$ cat config.mk
export PLATFORM = sky130hd
export DESIGN_NAME = icmpv4_header_dissector
export DESIGN_NICKNAME = d
export VERILOG_FILES = /design/src/hdl/icmphd_pkg.sv /design/src/hdl/icmpv4_header_dissector.sv
export SDC_FILE = /design/constraint.sdc
export NUM_CORES = 1
export LEC_CHECK = 0
export BUFFER_PORTS_ARGS = -buffer_cell sky130_fd_sc_hd__buf_4
export CORE_MARGIN = 1.5
export CORE_UTILIZATION = 40
export DETAILED_ROUTE_END_ITERATION = 6
export SLEW_MARGIN = 20
export SYNTH_ARGS = -nofsm -noshare
export SYNTH_HDL_FRONTEND = slang
export SYNTH_SLANG_ARGS = --single-unit
$ cat constraint.sdc
create_clock -name clock -period 34.6 [get_ports clock]
set_clock_uncertainty 0.15 [all_clocks]
set_input_delay 5.19 -clock clock [delete_from_list [all_inputs] [get_ports clock]]
set_output_delay 5.19 -clock clock [all_outputs]
set_load 0.01 [all_outputs]
$ cat src/hdl/icmphd_pkg.sv
// Shared types, constants and helpers for the ICMPv4 header dissector.
// No dependencies; imported by icmpv4_header_dissector.
package icmphd_pkg;

   // Longest message whose checksum is still judged
   localparam int unsigned MAX_CHECK_LEN = 1500;

   // ICMP message types
   localparam logic [7:0] TYPE_ECHO_REPLY    = 8'd0;
   localparam logic [7:0] TYPE_UNREACHABLE   = 8'd3;
   localparam logic [7:0] TYPE_REDIRECT      = 8'd5;
   localparam logic [7:0] TYPE_ECHO_REQUEST  = 8'd8;
   localparam logic [7:0] TYPE_RTR_ADVERT    = 8'd9;
   localparam logic [7:0] TYPE_RTR_SOLICIT   = 8'd10;
   localparam logic [7:0] TYPE_TIME_EXCEEDED = 8'd11;
   localparam logic [7:0] TYPE_INFO_REQUEST  = 8'd15;
   localparam logic [7:0] TYPE_INFO_REPLY    = 8'd16;
   localparam logic [7:0] TYPE_MASK_REQUEST  = 8'd17;
   localparam logic [7:0] TYPE_MASK_REPLY    = 8'd18;

   // Embedded IPv4 header codes
   localparam logic [3:0] IP_VERSION_4 = 4'd4;
   localparam logic [3:0] IHL_MIN      = 4'd5;
   localparam logic [7:0] PROTO_TCP    = 8'd6;
   localparam logic [7:0] PROTO_UDP    = 8'd17;

   // Advertisement entry size that carries a usable address
   localparam logic [7:0] ADV_ENTRY_SIZE = 8'd2;

   // Byte offsets within the message
   localparam logic [15:0] OFS_TYPE        = 16'd0;
   localparam logic [15:0] OFS_CODE        = 16'd1;
   localparam logic [15:0] OFS_CSUM_HI     = 16'd2;
   localparam logic [15:0] OFS_CSUM_LO     = 16'd3;
   localparam logic [15:0] OFS_REST_LAST   = 16'd7;
   localparam logic [15:0] OFS_INNER_VIHL  = 16'd8;
   localparam logic [15:0] OFS_SECOND_LAST = 16'd11;
   localparam logic [15:0] OFS_INNER_PROTO = 16'd17;
   localparam logic [15:0] OFS_SRC_FIRST   = 16'd20;
   localparam logic [15:0] OFS_SRC_LAST    = 16'd23;
   localparam logic [15:0] OFS_DST_FIRST   = 16'd24;
   localparam logic [15:0] OFS_DST_LAST    = 16'd27;
   localparam logic [15:0] OFS_PORTS_MIN   = 16'd28;
   localparam logic [15:0] COUNT_MAX       = 16'hFFFF;

   // present_flags bit positions
   localparam int unsigned FLAG_IDSEQ    = 0;
   localparam int unsigned FLAG_GATEWAY  = 1;
   localparam int unsigned FLAG_ADV_HDR  = 2;
   localparam int unsigned FLAG_ADV_ADDR = 3;
   localparam int unsigned FLAG_MASK     = 4;
   localparam int unsigned FLAG_ORIG     = 5;
   localparam int unsigned FLAG_ORIG_IP  = 6;
   localparam int unsigned FLAG_PORTS    = 7;

   // Per-message capture state
   typedef struct packed {
      logic [15:0] len;
      logic [15:0] sum;
      logic [7:0]  held;
      logic [7:0]  msg_type;
      logic [7:0]  msg_code;
      logic [15:0] sent;
      logic [31:0] rest;
      logic [31:0] second;
      logic [7:0]  ver_ihl;
      logic [7:0]  proto;
      logic [31:0] src;
      logic [31:0] dst;
      logic [31:0] ports;
   } msg_state_type;

   // One's-complement 16-bit add with end-around carry
   function automatic logic [15:0] ones_add(input logic [15:0] a, input logic [15:0] b);
      logic [16:0] s;
      s = {1'b0, a} + {1'b0, b};
      return s[15:0] + {15'd0, s[16]};
   endfunction

endpackage

$ cat src/hdl/icmpv4_header_dissector.sv
// ICMPv4 header dissector top level: byte capture, checksum and result stage.
// Depends on icmphd_pkg.

// Takes one message byte per cycle with no gaps required, while not stalled;
// the byte marked last closes the message and its summary reaches the result
// channel through the snapshot register, then the output register. Capture
// state is cleared on the last byte, so the first byte of the next message
// may follow immediately. The input stalls only while a finished summary is
// held in the snapshot register behind a stalled output register.
module icmpv4_header_dissector (
   input  logic        clock,
   input  logic        reset,
   input  logic        req_valid,
   output logic        req_stall,
   input  logic [7:0]  req_data_byte,
   input  logic        req_last,
   output logic        rsp_valid,
   input  logic        rsp_stall,
   output logic [7:0]  rsp_msg_type,
   output logic [7:0]  rsp_msg_code,
   output logic        rsp_checksum_ok,
   output logic [7:0]  rsp_present_flags,
   output logic [15:0] rsp_first_half,
   output logic [15:0] rsp_second_half,
   output logic [31:0] rsp_address_word,
   output logic [31:0] rsp_orig_src_ip,
   output logic [31:0] rsp_orig_dst_ip,
   output logic [31:0] rsp_orig_ports,
   output logic        rsp_orig_is_udp
);
   import icmphd_pkg::*;

   msg_state_type cur_ff, cur_in, fin_ff;
   logic          fin_valid_ff, fin_valid_in;
   logic          rsp_valid_ff, rsp_valid_in;
   logic          fin_move, req_take;

   logic [15:0] idx, pstart;
   logic [7:0]  bval;

   logic [15:0] fsum;
   logic        ok;
   logic [7:0]  flags;
   logic [15:0] first, second;
   logic [31:0] addr, osrc, odst, oports;
   logic        oudp;
   logic [3:0]  ihl;
   logic [15:0] ihl_bytes;

   logic [7:0]  rsp_msg_type_ff, rsp_msg_code_ff, rsp_flags_ff;
   logic        rsp_ok_ff, rsp_udp_ff;
   logic [15:0] rsp_first_ff, rsp_second_ff;
   logic [31:0] rsp_addr_ff, rsp_src_ff, rsp_dst_ff, rsp_ports_ff;

   // Handshake: snapshot moves on when the output register is free or drains
   assign fin_move  = fin_valid_ff && (!rsp_valid_ff || !rsp_stall);
   assign req_stall = fin_valid_ff && !fin_move;
   assign req_take  = req_valid && !req_stall;

   // Per-byte capture and running sum
   always_comb begin
      cur_in = cur_ff;
      idx    = cur_ff.len;
      bval   = (idx == OFS_CSUM_HI || idx == OFS_CSUM_LO) ? 8'h00 : req_data_byte;
      pstart = 16'd8 + {10'd0, cur_ff.ver_ihl[3:0], 2'b00};
      if (idx != COUNT_MAX) begin
         if (!idx[0]) begin
            cur_in.held = bval;
         end else begin
            cur_in.sum = ones_add(cur_ff.sum, {cur_ff.held, bval});
         end
         if (idx == OFS_TYPE) begin
            cur_in.msg_type = req_data_byte;
         end else if (idx == OFS_CODE) begin
            cur_in.msg_code = req_data_byte;
         end else if (idx == OFS_CSUM_HI) begin
            cur_in.sent = {req_data_byte, 8'h00};
         end else if (idx == OFS_CSUM_LO) begin
            cur_in.sent = {cur_ff.sent[15:8], req_data_byte};
         end else if (idx <= OFS_REST_LAST) begin
            cur_in.rest = {cur_ff.rest[23:0], req_data_byte};
         end else if (idx <= OFS_SECOND_LAST) begin
            cur_in.second = {cur_ff.second[23:0], req_data_byte};
         end
         if (idx == OFS_INNER_VIHL) begin
            cur_in.ver_ihl = req_data_byte;
         end
         if (idx == OFS_INNER_PROTO) begin
            cur_in.proto = req_data_byte;
         end
         if (idx >= OFS_SRC_FIRST && idx <= OFS_SRC_LAST) begin
            cur_in.src = {cur_ff.src[23:0], req_data_byte};
         end
         if (idx >= OFS_DST_FIRST && idx <= OFS_DST_LAST) begin
            cur_in.dst = {cur_ff.dst[23:0], req_data_byte};
         end
         // transport ports right after the embedded header
         if (idx >= OFS_PORTS_MIN && idx >= pstart && idx < pstart + 16'd4) begin
            cur_in.ports = {cur_ff.ports[23:0], req_data_byte};
         end
         cur_in.len = idx + 16'd1;
      end
   end

   // Summary from the snapshot of a finished message
   always_comb begin
      fsum      = fin_ff.len[0] ? ones_add(fin_ff.sum, {fin_ff.held, 8'h00}) : fin_ff.sum;
      ok        = (~fsum == fin_ff.sent) && (fin_ff.len <= 16'(MAX_CHECK_LEN));
      flags     = 8'h00;
      first     = 16'h0000;
      second    = 16'h0000;
      addr      = 32'h0;
      osrc      = 32'h0;
      odst      = 32'h0;
      oports    = 32'h0;
      oudp      = 1'b0;
      ihl       = fin_ff.ver_ihl[3:0];
      ihl_bytes = {10'd0, ihl, 2'b00};
      case (fin_ff.msg_type) inside
         TYPE_ECHO_REPLY, TYPE_ECHO_REQUEST: begin
            if (fin_ff.len >= 16'd8) begin
               flags[FLAG_IDSEQ] = 1'b1;
               first  = fin_ff.rest[31:16];
               second = fin_ff.rest[15:0];
            end
         end
         TYPE_REDIRECT: begin
            if (fin_ff.len >= 16'd8) begin
               flags[FLAG_GATEWAY] = 1'b1;
               addr = fin_ff.rest;
            end
         end
         TYPE_RTR_SOLICIT: begin
            // nothing to extract
         end
         TYPE_RTR_ADVERT: begin
            if (fin_ff.len >= 16'd12) begin
               flags[FLAG_ADV_HDR] = 1'b1;
               first  = {8'h00, fin_ff.rest[31:24]};
               second = fin_ff.rest[15:0];
               if (fin_ff.rest[23:16] == ADV_ENTRY_SIZE && fin_ff.len >= 16'd20) begin
                  flags[FLAG_ADV_ADDR] = 1'b1;
                  addr = fin_ff.second;
               end
            end
         end
         TYPE_INFO_REQUEST, TYPE_INFO_REPLY: begin
            if (fin_ff.len >= 16'd12) begin
               flags[FLAG_IDSEQ] = 1'b1;
               first  = fin_ff.rest[31:16];
               second = fin_ff.rest[15:0];
            end
         end
         TYPE_MASK_REQUEST, TYPE_MASK_REPLY: begin
            if (fin_ff.len >= 16'd16) begin
               flags[FLAG_IDSEQ] = 1'b1;
               flags[FLAG_MASK]  = 1'b1;
               first  = fin_ff.rest[31:16];
               second = fin_ff.rest[15:0];
               addr   = fin_ff.second;
            end
         end
         TYPE_UNREACHABLE, TYPE_TIME_EXCEEDED: begin
            if (fin_ff.len > 16'd8) begin
               flags[FLAG_ORIG] = 1'b1;
               if (fin_ff.ver_ihl[7:4] == IP_VERSION_4 && ihl >= IHL_MIN &&
                   fin_ff.len >= 16'd8 + ihl_bytes) begin
                  flags[FLAG_ORIG_IP] = 1'b1;
                  osrc = fin_ff.src;
                  odst = fin_ff.dst;
                  if ((fin_ff.proto == PROTO_TCP || fin_ff.proto == PROTO_UDP) &&
                      fin_ff.len >= 16'd12 + ihl_bytes) begin
                     flags[FLAG_PORTS] = 1'b1;
                     oports = fin_ff.ports;
                     oudp   = (fin_ff.proto == PROTO_UDP);
                  end
               end
            end
         end
         default: begin
         end
      endcase
   end

   // Control registers
   assign fin_valid_in = (req_take && req_last) || (fin_valid_ff && !fin_move);
   assign rsp_valid_in = fin_move || (rsp_valid_ff && rsp_stall);

   always_ff @(posedge clock) begin
      if (reset) begin
         cur_ff       <= '0;
         fin_valid_ff <= 1'b0;
         rsp_valid_ff <= 1'b0;
      end else begin
         if (req_take) begin
            cur_ff <= req_last ? '0 : cur_in;
         end
         fin_valid_ff <= fin_valid_in;
         rsp_valid_ff <= rsp_valid_in;
      end
   end

   // Snapshot and output payload registers
   always_ff @(posedge clock) begin
      if (req_take && req_last) begin
         fin_ff <= cur_in;
      end
      if (fin_move) begin
         rsp_msg_type_ff <= fin_ff.msg_type;
         rsp_msg_code_ff <= fin_ff.msg_code;
         rsp_ok_ff       <= ok;
         rsp_flags_ff    <= flags;
         rsp_first_ff    <= first;
         rsp_second_ff   <= second;
         rsp_addr_ff     <= addr;
         rsp_src_ff      <= osrc;
         rsp_dst_ff      <= odst;
         rsp_ports_ff    <= oports;
         rsp_udp_ff      <= oudp;
      end
   end

   assign rsp_valid         = rsp_valid_ff;
   assign rsp_msg_type      = rsp_msg_type_ff;
   assign rsp_msg_code      = rsp_msg_code_ff;
   assign rsp_checksum_ok   = rsp_ok_ff;
   assign rsp_present_flags = rsp_flags_ff;
   assign rsp_first_half    = rsp_first_ff;
   assign rsp_second_half   = rsp_second_ff;
   assign rsp_address_word  = rsp_addr_ff;
   assign rsp_orig_src_ip   = rsp_src_ff;
   assign rsp_orig_dst_ip   = rsp_dst_ff;
   assign rsp_orig_ports    = rsp_ports_ff;
   assign rsp_orig_is_udp   = rsp_udp_ff;

   // Checks
   a_last_fills_snapshot: assert property (@(posedge clock) disable iff (reset)
      (req_valid && !req_stall && req_last) |=> fin_valid_ff)
      else $error("last byte did not load the snapshot");

   a_ports_need_ip: assert property (@(posedge clock) disable iff (reset)
      rsp_valid |-> (!rsp_present_flags[FLAG_PORTS] || rsp_present_flags[FLAG_ORIG_IP]))
      else $error("ports flagged without embedded header");

   a_ip_needs_orig: assert property (@(posedge clock) disable iff (reset)
      rsp_valid |-> (!rsp_present_flags[FLAG_ORIG_IP] || rsp_present_flags[FLAG_ORIG]))
      else $error("embedded header flagged without original data");

   a_idseq_adv_excl: assert property (@(posedge clock) disable iff (reset)
      rsp_valid |-> !(rsp_present_flags[FLAG_IDSEQ] && rsp_present_flags[FLAG_ADV_HDR]))
      else $error("id/seq and advertisement header both flagged");

endmodule
After elaboration in Yosys (flattened, before gate mapping)
Index checks and enable logic that the tools add are counted.

Div/mod/pow operators: 0. Order comparisons: 18. $add $sub $neg: 9. Equality and inequality tests: 21. $mul: 0. Shifts and indexed selects: 0. Reductions and logical operators: 37. Multiplexer cells: 64. Bitwise operators: 8.

Operator list (number): $mux W248 (2); $mux W32 (15); $mux W16 (21); $mux W64 (2); $mux W88 (1); $ge A16 B5 Y1 const B (5); $mux W80 (1); $mux W8 (8); $ge A16 B7 Y1 (3); $eq A8 B4 Y1 const B (5); $add A16 B16 Y17 (2); $add A16 B1 Y16 (2); $eq A16 B2 Y1 const B (2); $eq A8 B5 Y1 const B (4); $ge A16 B4 Y1 const B (2); $le A16 B5 Y1 const B (2); $add A4 B6 Y7 const A (3); $add A16 B1 Y16 const B (1); $eq A16 B1 Y1 const B (1); $eq A16 B16 Y1 (1); $eq A16 B4 Y1 const B (1); $eq A16 B5 Y1 const B (1); $eq A8 B2 Y1 const B (2); $eq A8 B3 Y1 const B (2); 26 further kinds (68).

Bits in registers: 684. Latch bits: 0. Input bits: 13. Output and inout bits: 188. Bits in read-only memories: 0. RAM bits: 0. Word-level logic and storage cells: 203. Memories kept: 0.

Depth between registers and ports, before layout
Depth after elaboration: 9. Mapped depth: 27. Gate-level depth less buffers: 27.

Worst setup path before layout
No wires, ideal clock.

Path type: input port to flip-flop. Start point: in rsp_stall. End point: reg rsp_addr_ff[0] (netlist: rsp_address_word[0]) (enable). Buffers on the path: 0. Required time: 33432 ps. Arrival time: 18548 ps. Cell stages on the path: 1. Path slack: 14884 ps. Cells stage by stage: a21boi_0.

Cells in the longest elaborated chain, start to end: 3.

Ends and longest elaborated chain: from (decl) (RTL line icmpv4_header_dissector.sv:18) `input logic rsp_stall,`; $logic_not A1 Y1 (RTL line icmpv4_header_dissector.sv:56) `assign fin_move = fin_valid_ff && (!rsp_valid_ff || !rsp_stall);`; $logic_or A1 B1 Y1 (RTL line icmpv4_header_dissector.sv:56); $logic_and A1 B1 Y1 (RTL line icmpv4_header_dissector.sv:56); to (signal assigned) (RTL line icmpv4_header_dissector.sv:215) `rsp_addr_ff <= addr;`; to (decl) (RTL line icmpv4_header_dissector.sv:53) `logic [31:0] rsp_addr_ff, rsp_src_ff, rsp_dst_ff, rsp_ports_ff;`.

Every way passes these cells. A chain may end at the register's enable or synchronous reset.

Final worst setup path
Start point: in rsp_stall. End point: out req_stall.

Cells in the longest elaborated chain, start to end: 5.

Ends and longest elaborated chain: $logic_not A1 Y1 (RTL line icmpv4_header_dissector.sv:56); $logic_or A1 B1 Y1 (RTL line icmpv4_header_dissector.sv:56); $logic_and A1 B1 Y1 (RTL line icmpv4_header_dissector.sv:56); $logic_not A1 Y1 (RTL line icmpv4_header_dissector.sv:57) `assign req_stall = fin_valid_ff && !fin_move;`; $logic_and A1 B1 Y1 (RTL line icmpv4_header_dissector.sv:57); to (decl) (RTL line icmpv4_header_dissector.sv:14) `output logic req_stall,`.

Every way passes these cells.

==> insert_results.sql <==
INSERT INTO impl_metrics (metric_group, metric, value, unit) VALUES
('die', 'num_io_pins', '201', ''),
('power', 'power.total', '1.74', 'mW'),
('global_routing', 'gr-usage-met2', '0.303', ''),
('global_routing', 'grt_antenna_before_repair', '2', ''),
('sta', 'timing.final.max_slew_violations', '0', ''),
('global_routing', 'met3_usage', '0.0343', ''),
('cells_and_area', 'layout.nets', '2554', ''),
('sta', 'period_minus_slack', '11.06', 'ns'),
('synth', 'mappedNetlistArea', '29200', 'um^2'),
('worst_setup_path', 'startpoint_of_the_most_critical_register_to_register_path', 'idx[11]$_SDFFE_PP0P_', ''),
('power', 'power_density_over_the_cells', '51.3', 'nW/um^2'),
('sta', 'timing.fmax', '90.4', 'MHz'),
('route', 'detail_route.drc_violations', '0', ''),
('synth', 'number_of_synthesized_register_bits', '684', ''),
('power', 'p_leak', '12.7', 'nW'),
('worst_setup_path', 'path_max_fanout', '4', ''),
('synth', 'post_synth_num_cell_types', '78', ''),
('global_routing', 'globalRouteTotalUtil', '0.188', ''),
('worst_setup_path', 'cp_data_arrival_time', '5.72', 'ns'),
('placed_design', 'post-dp-hpwl', '45000', 'um'),
('global_routing', 'grt_pass1_wl', '110000', 'um'),
('clock_network', 'insertion_delay_to_the_later_sink_of_the_worst_skew_pair', '0.61', 'ns'),
('worst_setup_path', 'critical_path.startpoint_type', 'primary input', ''),
('placed_design', 'placed_cell_area', '31600', 'um^2'),
('clock_network', 'clockBufferDepth', '3', ''),
('worst_setup_path', 'worst_r2r_path_depth', '18', ''),
('clock_network', 'postCtsSetupBuffers', '0', ''),
('sta', 'max_slew.worst_pin.slew', '1.31', 'ns'),
('cells_and_area', 'final_layout_size_suffix_gt1_frac', '0.218', ''),
('worst_setup_path', 'worst_ep_required_time', '29.26', 'ns'),
('worst_setup_path', 'type_of_destination_of_the_critical_path', 'output pin', ''),
('die', 'num_rows', '98', ''),
('clock_network', 'post_cts_resized', '0', ''),
('cells_and_area', 'final.fill_count', '6480', ''),
('placed_design', 'routabilityCongestion', '0.858', ''),
('synth', 'synthesis.area_per_instance', '12.4', 'um^2'),
('route', 'drt_iter0_markers', '1357', ''),
('worst_setup_path', 'crit_type', 'primary input to output pin', ''),
('global_routing', 'maximum_number_of_pins_on_one_net_before_global_route_repair', '220', ''),
('sta', 'timing.final.crit_share', '0.320', ''),
('run_status', 'outcome', 'complete, no violations', ''),
('global_routing', 'met1_grt_util', '0.255', ''),
('sta', 'timing.max_slew.rel_slack', '0.127', ''),
('synth', 'yosysWarnings', '0', ''),
('clock_network', 'clk_pin_slew', '0.06', 'ns'),
('clock_network', 'holdBufCountCts', '0', ''),
('hold_path', 'holdCritPathClass', 'flip-flop to flip-flop', ''),
('cells_and_area', 'regArea', '18000', 'um^2'),
('clock_network', 'root_buffer', 'sky130_fd_sc_hd__clkbuf_16', ''),
('synth', 'synthCells', '2347', ''),
('sta', 'setup-tns-final', '0', 'ns'),
('synth', 'post_synth_edffs', '434', ''),
('route', 'drt-total-wl', '72000', 'um'),
('global_routing', 'grt_busiest_layer', 'met2', ''),
('placed_design', 'port_buffers', '200', ''),
('clock_network', 'tritoncts_clock_tree', 'built', ''),
('die', 'die-area', '74600', 'um^2'),
('worst_setup_path', 'worst_setup_path_endpoint', 'req_stall', ''),
('cells_and_area', 'finished_layout_cell_area', '33900', 'um^2'),
('synth', 'mappedNetlistNets', '2417', ''),
('power', 'vdd.ir_drop.worst', '0.0295', 'mV'),
('cells_and_area', 'n_antenna_cell', '0', ''),
('route', 'detail_route.wl_per_cell', '20.6', 'um'),
('hold_path', 'timing.hold.worst_path_depth', '0', ''),
('die', 'start_util', '0.406', ''),
('route', 'pre_antenna_drt_iters', '5', ''),
('clock_network', 'htree_levels', '3', ''),
('worst_setup_path', 'timing.critical_path.from', 'rsp_stall', ''),
('cells_and_area', 'multi_input_area', '10500', 'um^2'),
('worst_setup_path', 'rr_endpoint', 'cur_ff[229]$_SDFFE_PP0P_', ''),
('synth', 'async_reset_ff_frac', '0', '');
==> report_power, final <==
| group | internal, mW | switching [mW] | leakage, nW |
|---|---|---|---|
| registers | 0.882 | 0.00912 | 6.18 |
| logic | 0.0237 | 0.0551 | 5.34 |
| clock network | 0.449 | 0.319 | 1.13 |
==> final cells by class <==
class / instances / share of cell area
Sequential cell: 684 / 0.532
Multi-Input combinational cell: 1474 / 0.310
Clock buffer: 91 / 0.0570
Timing Repair Buffer: 221 / 0.0504
Tap cell: 950 / 0.0351
Clock inverter: 38 / 0.0116
Inverter: 32 / 0.00354
==> sequential cells by signal, indices dropped and copies added, names as in the netlist <==
register / cells
rsp_msg_type: 8
rsp_orig_dst_ip: 32
cur_ff: 232
rsp_msg_code: 8
idx: 16
rsp_orig_ports: 32
rsp_orig_is_udp: 1
rsp_address_word: 32
rsp_checksum_ok: 1
rsp_present_flags: 8
rsp_first_half: 16
rsp_orig_src_ip: 32
fin_ff: 248
rsp_second_half: 16
fin_valid_ff: 1
rsp_valid: 1
==> worst min-delay path by stage <==
stage                     slack [ns]                   from                        end
final                           0.27  fin_ff[197]$_DFFE_PP_  rsp_msg_code[5]$_DFFE_PP_
after global placement          0.27  fin_ff[199]$_DFFE_PP_  rsp_msg_code[7]$_DFFE_PP_
after floorplan                 0.25  fin_ff[192]$_DFFE_PP_  rsp_msg_code[0]$_DFFE_PP_
after detailed placement        0.25  fin_ff[197]$_DFFE_PP_  rsp_msg_code[5]$_DFFE_PP_
after CTS                       0.27  fin_ff[197]$_DFFE_PP_  rsp_msg_code[5]$_DFFE_PP_
after global routing            0.29  fin_ff[196]$_DFFE_PP_  rsp_msg_code[4]$_DFFE_PP_
==> routing by layer <==
layer / wire length, um / share of wire / vias up
li1: - / - / 8957
met1: 31900 / 0.44 / 9462
met2: 34400 / 0.48 / 526
met3: 3790 / 0.053 / 128
met4: 1870 / 0.026 / 2
met5: 13 / 0.00018 / -
==> synth_stat cells, types with 3 or more instances <==
master                       n  area, um^2
sky130_fd_sc_hd__a22oi_1   235        1760
sky130_fd_sc_hd__dfxtp_1   250        5000
sky130_fd_sc_hd__o21a_1      6        45.0
sky130_fd_sc_hd__or4_1       6        45.0
sky130_fd_sc_hd__nor4_1     15        93.8
sky130_fd_sc_hd__mux2_2    205        2310
sky130_fd_sc_hd__buf_1       5        18.8
sky130_fd_sc_hd__nor2b_1    10        62.6
sky130_fd_sc_hd__a31oi_1     9        56.3
sky130_fd_sc_hd__ha_1       55         688
sky130_fd_sc_hd__a211oi_1    4        30.0
sky130_fd_sc_hd__o211ai_1    5        37.5
sky130_fd_sc_hd__and3_1     15        93.8
sky130_fd_sc_hd__or3_1      13        81.3
sky130_fd_sc_hd__xnor2_1    46         403
sky130_fd_sc_hd__nand3_1    28         140
sky130_fd_sc_hd__nand4_1     9        56.3
sky130_fd_sc_hd__and4_1      6        52.6
sky130_fd_sc_hd__nand3b_1    4        30.0
sky130_fd_sc_hd__nand2_1    79         297
sky130_fd_sc_hd__a21boi_0    3        22.5
sky130_fd_sc_hd__nor3b_1     5        37.5
sky130_fd_sc_hd__nand2b_1    9        56.3
sky130_fd_sc_hd__or2_2       4        25.0
sky130_fd_sc_hd__o21ai_1     6        30.0
sky130_fd_sc_hd__inv_1      32         120
sky130_fd_sc_hd__a21o_1     11        82.6
sky130_fd_sc_hd__a22o_1     40         350
sky130_fd_sc_hd__o21ai_0    39         195
sky130_fd_sc_hd__o311ai_1    3        26.3
sky130_fd_sc_hd__o41ai_1     5        43.8
sky130_fd_sc_hd__xor2_1     32         280
sky130_fd_sc_hd__and2_1    129         807
sky130_fd_sc_hd__nor2_1    305        1140
sky130_fd_sc_hd__clkbuf_1  148         556
sky130_fd_sc_hd__nor3_1     15        75.1
sky130_fd_sc_hd__mux2i_1    11         110
sky130_fd_sc_hd__a21oi_1    53         265
sky130_fd_sc_hd__a41o_1      3        30.0
sky130_fd_sc_hd__edfxtp_1  434       13000
==> through the flow <==
step,worst slack (ns),cells
after global routing,23.50,3490
after global placement,23.53,3360
final,23.54,3490
after floorplan,14.88,2347
after CTS,23.54,3489
after detailed placement,23.54,3360
==> cells by family (layout without fill, tap and decap cells) <==
| group | Yosys count | count (layout) | share of synthesized area |
|---|---|---|---|
| adder cells (fa/ha/maj) | 59 | 59 | 0.0257 |
| AO/OA/AOI/OAI | 452 | 452 | 0.112 |
| AND/OR/NAND/NOR | 665 | 665 | 0.111 |
| multiplexers | 216 | 216 | 0.0828 |
| XOR/XNOR | 82 | 82 | 0.0263 |
| buffers and inverters | 189 | 382 | 0.0247 |
| flip-flops | 684 | 684 | 0.618 |
==> critical path, stage by stage <==
cell                      delay (ns)
sky130_fd_sc_hd__buf_4          0.13
sky130_fd_sc_hd__nand3_1        0.17
sky130_fd_sc_hd__inv_1          0.09
sky130_fd_sc_hd__buf_4          0.15
Note: power is estimated with default switching activity, not from simulation.
